**config.mk**
```make
export PLATFORM = sky130hd
export DESIGN_NAME = harmonic_bond_energy_force
export DESIGN_NICKNAME = d
export VERILOG_FILES = /design/src/rtl/hbef_pkg.sv /design/src/rtl/hbef_queue.sv /design/src/rtl/hbef_front.sv /design/src/rtl/hbef_back.sv /design/src/rtl/harmonic_bond_energy_force.sv
export SDC_FILE = /design/constraint.sdc
export NUM_CORES = 2
export LEC_CHECK = 0
export ABC_AREA = 1
export BUFFER_PORTS_ARGS = -buffer_cell sky130_fd_sc_hd__buf_2
export CAP_MARGIN = 20
export CELL_PAD_IN_SITES_DETAIL_PLACEMENT = 1
export CELL_PAD_IN_SITES_GLOBAL_PLACEMENT = 1
export CORE_AREA = 5 5 468 470
export CTS_CLUSTER_SIZE = 12
export DETAILED_ROUTE_END_ITERATION = 6
export DIE_AREA = 0 0 473 475
export PLACE_DENSITY_LB_ADDON = 0.1
export SETUP_SLACK_MARGIN = 0.05
export SLEW_MARGIN = 20
export SYNTH_ARGS = -nofsm -noshare
export SYNTH_HDL_FRONTEND = slang
export SYNTH_SLANG_ARGS = --single-unit
```
**constraint.sdc**
```tcl
create_clock -name clk_i -period 11.9 [get_ports clk_i]
set_input_delay 0.595 -clock clk_i [delete_from_list [all_inputs] [get_ports clk_i]]
set_output_delay 0.595 -clock clk_i [all_outputs]
set_load 0.02 [all_outputs]
```
**src/rtl/hbef_pkg.sv**
```systemverilog
`timescale 1ns / 1ps

package hbef_pkg;

  localparam int unsigned COORD_WIDTH = 32;
  localparam int unsigned MAG_W       = COORD_WIDTH + 1;
  localparam int unsigned SQ_W        = 2 * COORD_WIDTH + 2;
  localparam int unsigned ROOT_W      = COORD_WIDTH + 1;
  localparam int unsigned ERR_W       = (ROOT_W > 32) ? ROOT_W : 32;
  localparam int unsigned KE_W        = 33 + ERR_W;
  localparam int unsigned NUM_W       = KE_W + MAG_W;
  localparam int unsigned PROD_W      = (NUM_W > 2 * ERR_W + 32) ? NUM_W : 2 * ERR_W + 32;
  localparam int unsigned DEN_W       = ROOT_W + 16;
  localparam int unsigned SREM_W      = ROOT_W + 3;
  localparam int unsigned CNT_W       = $clog2(NUM_W);
  localparam int unsigned FORCE_W     = 48;
  localparam int unsigned ENERGY_W    = 48;
  localparam int unsigned SUM_W       = 63;
  localparam int unsigned QUEUE_DEPTH = 2;

  typedef struct packed {
    logic signed [COORD_WIDTH-1:0] first_x;
    logic signed [COORD_WIDTH-1:0] first_y;
    logic signed [COORD_WIDTH-1:0] first_z;
    logic signed [COORD_WIDTH-1:0] second_x;
    logic signed [COORD_WIDTH-1:0] second_y;
    logic signed [COORD_WIDTH-1:0] second_z;
    logic [31:0]                   spring_k;
    logic [31:0]                   rest_length;
    logic                          first_selected;
    logic                          second_selected;
    logic                          last_bond;
  } in_t;

  typedef struct packed {
    logic signed [FORCE_W-1:0] force_x;
    logic signed [FORCE_W-1:0] force_y;
    logic signed [FORCE_W-1:0] force_z;
    logic                      apply_first;
    logic                      apply_second;
    logic [ENERGY_W-1:0]       bond_energy;
    logic [SUM_W-1:0]          total_energy;
    logic                      sum_done;
  } out_t;

  typedef struct packed {
    logic [2:0][MAG_W-1:0] dmag;
    logic [2:0]            dneg;
    logic [31:0]           spring_k;
    logic [31:0]           rest_length;
    logic                  counted;
    logic                  apply_first;
    logic                  apply_second;
    logic                  last_bond;
  } job_t;

  typedef enum logic [3:0] {
    BS_IDLE,
    BS_SQ,
    BS_ROOT,
    BS_ERR,
    BS_E2,
    BS_EK,
    BS_KS,
    BS_KE,
    BS_NUM,
    BS_DIV,
    BS_DONE
  } back_state_e;

endpackage

```
**src/rtl/hbef_queue.sv**
```systemverilog
`timescale 1ns / 1ps

module hbef_queue #(
  parameter int unsigned WIDTH = 8,
  parameter int unsigned DEPTH = 2
) (
  input  logic             clk_i,
  input  logic             rst_ni,
  input  logic             push_i,
  input  logic [WIDTH-1:0] data_i,
  output logic             full_o,
  input  logic             pop_i,
  output logic             empty_o,
  output logic [WIDTH-1:0] data_o
);

  localparam int unsigned PTR_W = (DEPTH > 1) ? $clog2(DEPTH) : 1;
  localparam int unsigned CNT_W = $clog2(DEPTH + 1);

  logic [WIDTH-1:0] mem_q [DEPTH];
  logic [PTR_W-1:0] wr_q, rd_q;
  logic [CNT_W-1:0] cnt_q;
  logic             do_push, do_pop;

  assign full_o  = (cnt_q == CNT_W'(DEPTH));
  assign empty_o = (cnt_q == '0);
  assign data_o  = mem_q[rd_q];
  assign do_push = push_i && !full_o;
  assign do_pop  = pop_i && !empty_o;

  always_ff @(posedge clk_i or negedge rst_ni) begin
    if (!rst_ni) begin
      wr_q  <= '0;
      rd_q  <= '0;
      cnt_q <= '0;
    end else begin
      if (do_push) begin
        wr_q <= (wr_q == PTR_W'(DEPTH - 1)) ? '0 : wr_q + PTR_W'(1);
      end
      if (do_pop) begin
        rd_q <= (rd_q == PTR_W'(DEPTH - 1)) ? '0 : rd_q + PTR_W'(1);
      end
      if (do_push && !do_pop) begin
        cnt_q <= cnt_q + CNT_W'(1);
      end else if (do_pop && !do_push) begin
        cnt_q <= cnt_q - CNT_W'(1);
      end
    end
  end

  always_ff @(posedge clk_i) begin
    if (do_push) begin
      mem_q[wr_q] <= data_i;
    end
  end

endmodule

```
**src/rtl/hbef_front.sv**
```systemverilog
`timescale 1ns / 1ps

module hbef_front (
  input  logic                clk_i,
  input  logic                rst_ni,
  input  logic                cfg_we_i,
  input  logic                cfg_data_i,
  input  hbef_pkg::in_t       in_i,
  output hbef_pkg::job_t      job_o
);

  logic                               use_sel_q;
  logic signed [hbef_pkg::MAG_W-1:0]  dlt [3];
  logic signed [hbef_pkg::COORD_WIDTH-1:0] a_c [3];
  logic signed [hbef_pkg::COORD_WIDTH-1:0] b_c [3];

  always_ff @(posedge clk_i or negedge rst_ni) begin
    if (!rst_ni) begin
      use_sel_q <= 1'b0;
    end else if (cfg_we_i) begin
      use_sel_q <= cfg_data_i;
    end
  end

  assign a_c[0] = in_i.first_x;
  assign a_c[1] = in_i.first_y;
  assign a_c[2] = in_i.first_z;
  assign b_c[0] = in_i.second_x;
  assign b_c[1] = in_i.second_y;
  assign b_c[2] = in_i.second_z;

  always_comb begin
    for (int i = 0; i < 3; i++) begin
      dlt[i] = hbef_pkg::MAG_W'(a_c[i]) - hbef_pkg::MAG_W'(b_c[i]);
      job_o.dneg[i] = dlt[i][hbef_pkg::MAG_W-1];
      job_o.dmag[i] = job_o.dneg[i] ? hbef_pkg::MAG_W'(-dlt[i]) : hbef_pkg::MAG_W'(dlt[i]);
    end
    job_o.spring_k     = in_i.spring_k;
    job_o.rest_length  = in_i.rest_length;
    job_o.counted      = !use_sel_q || in_i.first_selected || in_i.second_selected;
    job_o.apply_first  = !use_sel_q || in_i.first_selected;
    job_o.apply_second = !use_sel_q || in_i.second_selected;
    job_o.last_bond    = in_i.last_bond;
  end

endmodule

```
**src/rtl/hbef_back.sv**
```systemverilog
`timescale 1ns / 1ps

module hbef_back (
  input  logic                clk_i,
  input  logic                rst_ni,
  input  logic                job_empty_i,
  input  hbef_pkg::job_t      job_i,
  output logic                job_pop_o,
  output logic                empty,
  input  logic                pop,
  output hbef_pkg::out_t      out_o
);

  localparam int unsigned PW = hbef_pkg::PROD_W;
  localparam int unsigned EW = hbef_pkg::ERR_W;
  localparam int unsigned FW = hbef_pkg::FORCE_W;

  hbef_pkg::back_state_e state_q, state_d;
  hbef_pkg::job_t        job_q, job_d;
  logic [1:0]            comp_q, comp_d, comp_nx;
  logic [PW-1:0]         mul_a_q, mul_a_d, acc_q, acc_d, acc_step;
  logic [EW-1:0]         mul_b_q, mul_b_d;
  logic [hbef_pkg::SQ_W-1:0]   sq_q, sq_d;
  logic [hbef_pkg::SREM_W-1:0] srem_q, srem_d, s_in, s_trial;
  logic [hbef_pkg::ROOT_W-1:0] root_q, root_d;
  logic [hbef_pkg::CNT_W-1:0]  cnt_q, cnt_d;
  logic [hbef_pkg::KE_W-1:0]   ke_q, ke_d;
  logic [hbef_pkg::DEN_W-1:0]  drem_q, drem_d;
  logic [hbef_pkg::DEN_W:0]    d_in, d_den;
  logic [FW-1:0]         quo_q, quo_d;
  logic                  ovf_q, ovf_d, d_ge;
  logic [hbef_pkg::ENERGY_W-1:0] energy_q, energy_d;
  logic [2:0][FW-1:0]    force_q, force_d;
  logic [hbef_pkg::SUM_W-1:0] sum_q, sum_d;
  logic [hbef_pkg::SUM_W:0]   tot_w;
  logic [hbef_pkg::SUM_W-1:0] tot_sat;
  hbef_pkg::out_t        out_q, out_d;
  logic                  out_valid_q, out_valid_d;
  logic                  mul_done, eneg;
  logic [EW-1:0]         d_ext, r0_ext, emag;
  logic [FW-1:0]         f_mag, f_lim, f_val;
  logic                  f_neg;

  assign empty = !out_valid_q;
  assign out_o = out_q;

  assign mul_done = (mul_b_q == '0);
  assign acc_step = acc_q + (mul_b_q[0] ? mul_a_q : '0);
  assign comp_nx  = comp_q + 2'd1;

  assign d_ext  = EW'(root_q);
  assign r0_ext = EW'(job_q.rest_length);
  assign eneg   = d_ext < r0_ext;
  assign emag   = eneg ? r0_ext - d_ext : d_ext - r0_ext;

  assign s_in    = {srem_q[hbef_pkg::SREM_W-3:0], sq_q[hbef_pkg::SQ_W-1 -: 2]};
  assign s_trial = hbef_pkg::SREM_W'({root_q, 2'b01});

  assign d_in  = {drem_q, acc_q[hbef_pkg::NUM_W-1]};
  assign d_den = (hbef_pkg::DEN_W + 1)'({root_q, 16'h0000});
  assign d_ge  = d_in >= d_den;

  always_comb begin
    f_neg = eneg != job_q.dneg[comp_q];
    f_lim = f_neg ? {1'b1, {(FW-1){1'b0}}} : {1'b0, {(FW-1){1'b1}}};
    f_mag = (ovf_q || quo_q[FW-1] || ({quo_q[FW-2:0], d_ge} > f_lim)) ? f_lim
          : {quo_q[FW-2:0], d_ge};
    f_val = f_neg ? -f_mag : f_mag;
  end

  assign tot_w   = {1'b0, sum_q} + (hbef_pkg::SUM_W + 1)'(energy_q);
  assign tot_sat = tot_w[hbef_pkg::SUM_W] ? '1 : tot_w[hbef_pkg::SUM_W-1:0];

  always_ff @(posedge clk_i or negedge rst_ni) begin
    if (!rst_ni) begin
      state_q     <= hbef_pkg::BS_IDLE;
      out_valid_q <= 1'b0;
      sum_q       <= '0;
    end else begin
      state_q     <= state_d;
      out_valid_q <= out_valid_d;
      sum_q       <= sum_d;
    end
  end

  always_ff @(posedge clk_i) begin
    job_q    <= job_d;
    comp_q   <= comp_d;
    mul_a_q  <= mul_a_d;
    mul_b_q  <= mul_b_d;
    acc_q    <= acc_d;
    sq_q     <= sq_d;
    srem_q   <= srem_d;
    root_q   <= root_d;
    cnt_q    <= cnt_d;
    ke_q     <= ke_d;
    drem_q   <= drem_d;
    quo_q    <= quo_d;
    ovf_q    <= ovf_d;
    energy_q <= energy_d;
    force_q  <= force_d;
    out_q    <= out_d;
  end

  always_comb begin
    state_d     = state_q;
    job_d       = job_q;
    comp_d      = comp_q;
    mul_a_d     = mul_a_q;
    mul_b_d     = mul_b_q;
    acc_d       = acc_q;
    sq_d        = sq_q;
    srem_d      = srem_q;
    root_d      = root_q;
    cnt_d       = cnt_q;
    ke_d        = ke_q;
    drem_d      = drem_q;
    quo_d       = quo_q;
    ovf_d       = ovf_q;
    energy_d    = energy_q;
    force_d     = force_q;
    out_d       = out_q;
    sum_d       = sum_q;
    job_pop_o   = 1'b0;
    out_valid_d = out_valid_q && !pop;

    unique case (state_q)
      hbef_pkg::BS_IDLE: begin
        if (!job_empty_i) begin
          job_pop_o = 1'b1;
          job_d     = job_i;
          comp_d    = 2'd0;
          acc_d     = '0;
          mul_a_d   = PW'(job_i.dmag[0]);
          mul_b_d   = EW'(job_i.dmag[0]);
          state_d   = hbef_pkg::BS_SQ;
        end
      end
      hbef_pkg::BS_SQ: begin
        if (!mul_done) begin
          acc_d   = acc_step;
          mul_a_d = mul_a_q << 1;
          mul_b_d = mul_b_q >> 1;
        end else if (comp_q != 2'd2) begin
          comp_d  = comp_nx;
          mul_a_d = PW'(job_q.dmag[comp_nx]);
          mul_b_d = EW'(job_q.dmag[comp_nx]);
        end else begin
          sq_d    = acc_q[hbef_pkg::SQ_W-1:0];
          srem_d  = '0;
          root_d  = '0;
          cnt_d   = '0;
          state_d = hbef_pkg::BS_ROOT;
        end
      end
      hbef_pkg::BS_ROOT: begin
        sq_d = sq_q << 2;
        if (s_in >= s_trial) begin
          srem_d = s_in - s_trial;
          root_d = {root_q[hbef_pkg::ROOT_W-2:0], 1'b1};
        end else begin
          srem_d = s_in;
          root_d = {root_q[hbef_pkg::ROOT_W-2:0], 1'b0};
        end
        cnt_d = cnt_q + hbef_pkg::CNT_W'(1);
        if (cnt_q == hbef_pkg::CNT_W'(hbef_pkg::ROOT_W - 1)) begin
          state_d = hbef_pkg::BS_ERR;
        end
      end
      hbef_pkg::BS_ERR: begin
        if (job_q.counted) begin
          acc_d   = '0;
          mul_a_d = PW'(emag);
          mul_b_d = emag;
          state_d = hbef_pkg::BS_E2;
        end else begin
          energy_d = '0;
          state_d  = hbef_pkg::BS_KS;
        end
      end
      hbef_pkg::BS_E2: begin
        if (!mul_done) begin
          acc_d   = acc_step;
          mul_a_d = mul_a_q << 1;
          mul_b_d = mul_b_q >> 1;
        end else begin
          mul_a_d = acc_q;
          mul_b_d = EW'(job_q.spring_k);
          acc_d   = '0;
          state_d = hbef_pkg::BS_EK;
        end
      end
      hbef_pkg::BS_EK: begin
        if (!mul_done) begin
          acc_d   = acc_step;
          mul_a_d = mul_a_q << 1;
          mul_b_d = mul_b_q >> 1;
        end else begin
          energy_d = (|acc_q[PW-1:80]) ? '1 : acc_q[79:32];
          state_d  = hbef_pkg::BS_KS;
        end
      end
      hbef_pkg::BS_KS: begin
        if (root_q == '0) begin
          force_d = '0;
          state_d = hbef_pkg::BS_DONE;
        end else begin
          acc_d   = '0;
          mul_a_d = PW'({job_q.spring_k, 1'b0});
          mul_b_d = emag;
          state_d = hbef_pkg::BS_KE;
        end
      end
      hbef_pkg::BS_KE: begin
        if (!mul_done) begin
          acc_d   = acc_step;
          mul_a_d = mul_a_q << 1;
          mul_b_d = mul_b_q >> 1;
        end else begin
          ke_d    = acc_q[hbef_pkg::KE_W-1:0];
          mul_a_d = PW'(acc_q[hbef_pkg::KE_W-1:0]);
          mul_b_d = EW'(job_q.dmag[0]);
          acc_d   = '0;
          comp_d  = 2'd0;
          state_d = hbef_pkg::BS_NUM;
        end
      end
      hbef_pkg::BS_NUM: begin
        if (!mul_done) begin
          acc_d   = acc_step;
          mul_a_d = mul_a_q << 1;
          mul_b_d = mul_b_q >> 1;
        end else begin
          drem_d  = '0;
          quo_d   = '0;
          ovf_d   = 1'b0;
          cnt_d   = '0;
          state_d = hbef_pkg::BS_DIV;
        end
      end
      hbef_pkg::BS_DIV: begin
        acc_d  = acc_q << 1;
        drem_d = d_ge ? hbef_pkg::DEN_W'(d_in - d_den) : hbef_pkg::DEN_W'(d_in);
        quo_d  = {quo_q[FW-2:0], d_ge};
        ovf_d  = ovf_q || quo_q[FW-1];
        cnt_d  = cnt_q + hbef_pkg::CNT_W'(1);
        if (cnt_q == hbef_pkg::CNT_W'(hbef_pkg::NUM_W - 1)) begin
          force_d[comp_q] = f_val;
          if (comp_q == 2'd2) begin
            state_d = hbef_pkg::BS_DONE;
          end else begin
            comp_d  = comp_nx;
            mul_a_d = PW'(ke_q);
            mul_b_d = EW'(job_q.dmag[comp_nx]);
            acc_d   = '0;
            state_d = hbef_pkg::BS_NUM;
          end
        end
      end
      hbef_pkg::BS_DONE: begin
        if (!out_valid_q || pop) begin
          out_d.force_x      = force_q[0];
          out_d.force_y      = force_q[1];
          out_d.force_z      = force_q[2];
          out_d.apply_first  = job_q.apply_first;
          out_d.apply_second = job_q.apply_second;
          out_d.bond_energy  = energy_q;
          out_d.total_energy = tot_sat;
          out_d.sum_done     = job_q.last_bond;
          sum_d              = job_q.last_bond ? '0 : tot_sat;
          out_valid_d        = 1'b1;
          state_d            = hbef_pkg::BS_IDLE;
        end
      end
      default: begin
        state_d = hbef_pkg::BS_IDLE;
      end
    endcase
  end

endmodule

```
**src/rtl/harmonic_bond_energy_force.sv**
```systemverilog
// Timing: set by the shared bit-serial multiplier (stops when its multiplier runs out, so
// short operands finish sooner), the one-pair-a-cycle root and the one-bit-a-cycle
// divider, which runs once per force component.
// Flow: the back end works on one bond per pass and takes a new one only after the last
// is out; the two-entry queue takes bonds meanwhile, and a result not yet popped holds
// the back end. Reset: rst_ni clears the queue, sequencer, energy sum and the selection
// mode.
`timescale 1ns / 1ps

module harmonic_bond_energy_force #(
  parameter int unsigned QUEUE_DEPTH = hbef_pkg::QUEUE_DEPTH
) (
  input  logic           clk_i,
  input  logic           rst_ni,
  input  logic           cfg_we_i,
  input  logic           cfg_data_i,
  input  logic           push,
  output logic           full,
  input  hbef_pkg::in_t  in_i,
  output logic           empty,
  input  logic           pop,
  output hbef_pkg::out_t out_o
);

  hbef_pkg::job_t front_job, back_job;
  logic           q_empty, q_pop;

  hbef_front u_front (
    .clk_i      (clk_i),
    .rst_ni     (rst_ni),
    .cfg_we_i   (cfg_we_i),
    .cfg_data_i (cfg_data_i),
    .in_i       (in_i),
    .job_o      (front_job)
  );

  hbef_queue #(
    .WIDTH ($bits(hbef_pkg::job_t)),
    .DEPTH (QUEUE_DEPTH)
  ) u_queue (
    .clk_i   (clk_i),
    .rst_ni  (rst_ni),
    .push_i  (push),
    .data_i  (front_job),
    .full_o  (full),
    .pop_i   (q_pop),
    .empty_o (q_empty),
    .data_o  (back_job)
  );

  hbef_back u_back (
    .clk_i       (clk_i),
    .rst_ni      (rst_ni),
    .job_empty_i (q_empty),
    .job_i       (back_job),
    .job_pop_o   (q_pop),
    .empty       (empty),
    .pop         (pop),
    .out_o       (out_o)
  );

endmodule

```
## Word-level counts from Yosys, hierarchy flattened

Memories as Yosys holds them, arrays and structs flattened.
Index checks and enable logic that the tools add are counted.

- Register bits after elaboration: 1230
- Latch bits: 0
- RAM bits: 340
- Memory bits (read-only): 0
- Output and inout bits: 260
- Memories: 1

- Add/subtract/negate cells: 19
- Multiply operators: 0
- Divide/modulo/power cells: 0
- $lt $le $gt $ge: 7
- Equal/unequal tests: 35
- Shift operators: 0
- Muxes and demuxes: 107
- Bitwise gates (word level): 1
- Reductions and logical operators: 49

Memory list:

| memory | depth | width | rd ports | clocked after Yosys merged registers in | wr ports | RTL line | source |
|---|---|---|---|---|---|---|---|
| u_queue.mem_q | 2 | 170 | 1 | 0 | 1 | hbef_queue.sv:20 | `logic [WIDTH-1:0] mem_q [DEPTH];` |

Operator list:

| cell | number |
|---|---|
| $mux 99 | 18 |
| $pmux 99 s8 | 1 |
| $pmux 99 s6 | 1 |
| $mux 33 | 16 |
| $mux 48 | 8 |
| $mux 144 | 2 |
| $pmux 144 s2 | 1 |
| $pmux 33 s8 | 1 |
| $pmux 48 s2 | 2 |
| $bwmux 144 | 1 |
| $mux 66 | 2 |
| $pmux 66 s2 | 1 |
| $mux 63 | 2 |
| $mux 34 | 3 |
| $add 99x99->99 | 1 |
| $neg 33->33 | 3 |
| $sub 32x32->33 | 3 |
| $mux 49 | 2 |
| $pmux 49 s2 | 1 |
| $demux 48 s2 | 1 |
| $pmux 34 s2 | 1 |
| $bmux 33 s2 | 1 |
| $logic_not 33->1 | 2 |
| $pmux 33 s2 | 1 |
| 58 further kinds | 143 |

## Depth between registers and ports, before layout

- Word-level depth: 12
- Depth in mapped cells: 49
- Gate-level depth less buffers: 43

## Cells and area by module

From an unflattened synthesis, not the netlist that was laid out.

- Cells, all modules: 11286
- Area, all modules: 95160.0 µm²

By module, submodules not included:

| module | times used | cells each | area each (µm²) | seq. area each (µm²) |
|---|---|---|---|---|
| hbef_back | 1 | 8013 | 70994.3 | 36445.0 |
| hbef_queue | 1 | 919 | 12604.6 | 10309.9 |
| hbef_front | 1 | 2354 | 11561.1 | 25.0 |

## Worst setup path after synthesis

Ideal clock, no wire load.

- Kind: register to register
- From: register u_back.comp_q[0]
- To: register u_back.mul_a_q[0], enable pin
- Library setup time: 786 ps
- Arrival time: 10593 ps
- Required time: 11114 ps
- Setup slack: 521 ps
- Cell stages (with the launch flop): 9
- Buffers on the path: 3
- Period minus slack after synthesis: 11379 ps
- Cells stage by stage: edfxtp_1 clkinv_1 clkbuf_1 ha_1 clkbuf_1 clkbuf_1 a21oi_1 o21ai_0 nor3_1

- Cells in the longest elaborated chain, start to end: 3
- Elaborated cells on any way between the ends: 5

Ends and longest elaborated chain:

| item | RTL line | source |
|---|---|---|
| from (decl) | hbef_back.sv:20 | `logic [1:0] comp_q, comp_d, comp_nx;` |
| from (signal assigned) | hbef_back.sv:88 | `comp_q <= comp_d;` |
| $ne 2x2->1 / $eq 2x2->1 (equally long branches) | hbef_back.sv:144, hbef_back.sv:249 |  |
| $ne 3x3->1 (no line) / $ne 2x2->1 (equally long branches) | -- |  |
| $reduce_and 8->1 (no line) * | -- |  |
| to (signal assigned) | hbef_back.sv:89 | `mul_a_q <= mul_a_d;` |
| to (decl) | hbef_back.sv:21 | `logic [PW-1:0] mul_a_q, mul_a_d, acc_q, acc_d, acc_step;` |

Mark *: on every way between the ends. The rest lies on a longest branch, timed or not.
A chain may end at the register's enable or synchronous reset.

## Worst setup path after layout

- From: register u_back.root_q, in the netlist u_back.d_ext[16]
- To: register u_back.force_q[34] in the netlist's numbering, data pin

- Cells in the longest elaborated chain, start to end: 11
- Elaborated cells on any way between the ends: 12

Ends and longest elaborated chain:

| item | RTL line | source |
|---|---|---|
| from (decl) | hbef_back.sv:25 | `logic [hbef_pkg::ROOT_W-1:0] root_q, root_d;` |
| from (signal assigned) | hbef_back.sv:94 | `root_q <= root_d;` |
| $lt 33x32->1 | hbef_back.sv:53 | `assign eneg = d_ext < r0_ext;` |
| $ne 1x1->1 | hbef_back.sv:64 | `f_neg = eneg != job_q.dneg[comp_q];` |
| $mux 48 | hbef_back.sv:65 | `f_lim = f_neg ? {1'b1, {(FW-1){1'b0}}} : {1'b0, {(FW-1){1'b1}}};` |
| $gt 48x48->1 | hbef_back.sv:66 | `f_mag = (ovf_q \|\| quo_q[FW-1] \|\| ({quo_q[FW-2:0], d_ge} > f_lim)) ? f_lim` |
| $logic_or 1x1->1 | hbef_back.sv:66 |  |
| $mux 48 | hbef_back.sv:66 |  |
| $neg 48->48 | hbef_back.sv:68 | `f_val = f_neg ? -f_mag : f_mag;` |
| $mux 48 * | hbef_back.sv:68 |  |
| $bwmux 144 * | hbef_back.sv:248 | `force_d[comp_q] = f_val;` |
| $mux 144 * | hbef_back.sv:247 | `if (cnt_q == hbef_pkg::CNT_W'(hbef_pkg::NUM_W - 1)) begin` |
| $pmux 144 s2 * | hbef_back.sv:127 | `unique case (state_q)` |
| to (signal assigned) | hbef_back.sv:101 | `force_q <= force_d;` |
| to (decl) | hbef_back.sv:33 | `logic [2:0][FW-1:0] force_q, force_d;` |

Mark *: on every way between the ends. The rest lies on a longest branch, timed or not. The select of a mux whose other input is x is not followed.

==> results.tsv <==
stage	metric	value	unit
synthesis	syn-instance-count	10442	
synthesis	synth_edf_count	1497	
clocking	clockBufferDepth	3	
synthesis	ys_seq_area_share	51.0	%
placed_design	dpl.hpwl	258000	um
outcome	status	completed	
sta	tns	0	ns
placed_design	placed_area	0.0975	sq mm
sta	setup_viol	0	
grt	grt_max_degree	193	
worst_setup_path	crit_start	u_back.d_ext[16]	
sta	tightestPinTransition	1.24	ns
sta	slew_violations	0	
floorplanning	dieArea	0.225	sq mm
sta	hold_viol	0	
grt	grt_pass1_wl	504000	um
worst_setup_path	slowest_delay	0.68	ns
worst_setup_path	endpoint_kind	flip-flop	
clocking	cts_setup_buffers	0	
route	dr.pass1.iters	5	
worst_setup_path	rr_worst_depth	36	
sta	fin_crit	8.72	ns
hold_path	min_from	in_i[67]	
clocking	cts_resized	0	
route	post-route-drc-count	0	
route	routedWlPerCell	24.0	um
pwr	ir_drop	0.000147	V
worst_setup_path	cp.required	12.47	ns
worst_setup_path	arrival	9.29	ns
pwr	power_density	128	mW/mm^2
clocking	clk_pin_slew	0.07	ns
floorplanning	die_x	473	um
finish	nets	11688	
sta	fmax	115	MHz
clocking	ctsRootBufferMaster	clkbuf_16	
clocking	cts_max_level	4	
placed_design	gp_congestion	0.955	
synthesis	async_reset_ff_share	4.65	%
synthesis	synth_cell_types	69	
route	routed_wl	335000	um
floorplanning	fp.dieH	475	um
synthesis	synthesis.area	0.0917	sq mm
clocking	cts.sinks	1570	
floorplanning	fp.coreArea	0.214	sq mm
clocking	cts_tree	built	
synthesis	yosysWarningCount	0	
sta	fin_worst_skew	0.0572	ns
worst_setup_path	worstSetupPathType	reg -> reg	
hold_path	holdPathStages	3	
floorplanning	io_pins	525	
placed_design	port_buffers	524	
clocking	cts_buffers	175	
route	vias	77729	
worst_setup_path	r2r_start	u_back.d_ext[16]	
finish	syn2layout_area_growth	13.4	%
grt	grt_pass1_vias	80291	
grt	antenna_found_initial	10	
worst_setup_path	cpMaxStageDelayCell	inv_2	
route	drtAntennaViolNets	0	
pwr	p_leak	0.0430	uW
worst_setup_path	startpoint_type	flip-flop	
worst_setup_path	crit_top_cell	nand2_1	
floorplanning	rows	170	
worst_setup_path	cp_max_fo	82	
synthesis	synth_fp_nets	11148	
hold_path	hold_class	in -> reg	
grt	grt_use_total	29.2	%
clocking	clock_latency	0.86	ns
route	via_per_inst	5.57	
sta	rsz0062_at_grt	false	
route	dr.first_iter.drc_count	5879	
finish	fin_area	0.104	sq mm
finish	layout-drive-gt1-share	9.15	%
sta	slew_headroom	17.3	%
grt	grt_overflow	0	
sta	period_share	73.3	%
synthesis	yosys_most_used_dff	edfxtp_1	
floorplanning	floorplan.initialDensity	42.9	%
synthesis	avgSynthCellArea	8.78	sq um
finish	final_util	48.6	%
run	cap_violations	0	
synthesis	ys_ff_latch	1570	
final cells by class:
cell class	count	area (sq um)
fillers	25073	110000
flip-flops and latches	1570	46800
multi-input cells	7191	38700
inverters	1363	5120
clock buffers	233	4710
repair buffers	681	4060
well taps	2838	3550
clock inverters	77	1010
diodes	3	7.51
synthesized netlist by cell type (all sizes together), types with 3 or more instances:
cell type	number	area share (%)
o221ai	8	0.076
fa	8	0.17
nand3	453	2.6
o21bai	25	0.20
a22oi	7	0.057
mux2	3	0.037
nor3b	4	0.033
ha	433	5.9
inv	1356	5.6
nor3	108	0.61
nand3b	13	0.11
nor4	42	0.29
clkbuf	252	1.0
a2111oi	4	0.038
buf	66	0.42
a32oi	4	0.038
a31o	4	0.038
and3	9	0.061
nand2	2329	9.6
o2111ai	38	0.36
nor2	1090	4.5
a32o	26	0.28
o211ai	44	0.37
o221a	3	0.037
a211oi	22	0.18
o21a	54	0.44
clkinv	7	0.029
a31oi	77	0.53
o31ai	15	0.12
xnor2	116	1.1
dfrtp	73	2.0
mux2i	10	0.11
o311ai	18	0.17
o21ai	818	4.5
a21boi	28	0.23
or2	41	0.28
a21oi	837	4.6
o22ai	57	0.39
a22o	49	0.47
xor2	200	1.9
edfxtp	1497	49
nand4	103	0.70
a21o	43	0.35
a221oi	42	0.40
worst max-delay path: cells and delay by family (launching register included):
family | cells | cell delay (ns)
simple gates | 22 | 4.20
buf+inv | 6 | 1.74
flops | 1 | 0.40
fa+ha+maj | 3 | 0.89
compound gates | 5 | 1.04
path summary, 6_finish.rpt:
check / end / slack (ns)
worst max-delay path: u_back.force_q[34] / 3.18
worst min-delay path: u_queue.mem_q[0][137] / 0.24
worst max register to register: u_back.force_q[34] / 3.18
worst min register to register: u_back.out_o[113] / 0.42
max in group asynchronous: u_queue.rd_q / 10.52
min in group asynchronous: u_back.sum_q[20] / 0.32
through the flow:
stage | total power, uW | instances | setup WS [ns] | hold WS (ns)
floorplan | 7490 | 10442 | 0.521 | 0.299
global placement | 7900 | 13570 | 3.55 | 0.403
detailed placement | 7960 | 13570 | 3.29 | 0.413
CTS | 13500 | 13951 | 3.16 | 0.176
global route | 13900 | 13955 | 2.45 | 0.236
finish | 13300 | 13956 | 3.18 | 0.244
logic make-up (layout without fill, tap and decap cells):
logic type | Yosys count | after routing | share of synthesized area (%)
DFF | 1570 | 1570 | 51.0
muxes | 13 | 13 | 0.146
xor gates and xnor gates | 316 | 316 | 3.02
and+or+nand+nor | 4194 | 4194 | 18.8
buffers and inverters | 1681 | 2354 | 7.03
AOI/OAI and AO/OA | 2227 | 2227 | 13.9
other | 0 | 3 | 0
adders and majority gates | 441 | 441 | 6.08
placed cells by master, fill, tap and decap left out, types with 176 or more instances in the layout:
master / instances
nand2_1: 2306
clkbuf_16: 176
nand3_1: 438
o21ai_0: 770
xor2_1: 200
ha_1: 430
edfxtp_1: 1497
nor2_1: 1058
inv_1: 1337
buf_2: 523
a21oi_1: 826
routing by layer:
metal / global-route usage [%] / wire, um
met1: 39.4 / 149000
met2: 48.7 / 156000
met3: 3.44 / 17100
met4: 10.1 / 13000
met5: 0 / 0
registers in the layout (all words and copies together), names as in the netlist, 7 cells and up:
name	count
u_queue.mem_q	340
u_back.out_o	258
u_back.job_q	170
u_back.force_q	144
u_back.acc_q	99
u_back.mul_a_q	99
u_back.ke_q	66
u_back.sq_q	66
u_back.sum_q	63
u_back.drem_q	49
u_back.energy_q	48
u_back.quo_q	48
u_back.srem_q	34
u_back.d_ext	33
u_back.mul_b_q	33
u_back.cnt_q	7
power by group:
| group | internal (uW) | leakage [uW] | switching (uW) |
|---|---|---|---|
| Combinational | 361 | 0.0269 | 943 |
| Clock | 3110 | 0.00276 | 2380 |
| Sequential | 6470 | 0.0133 | 75.7 |
what timing repair did:
item	4_1_cts	5_1_grt
endpoints found under the hold margin	180	0
hold buffers	71	0
endpoints found under the setup margin	0	0
Power figures use the tool's default switching activity.
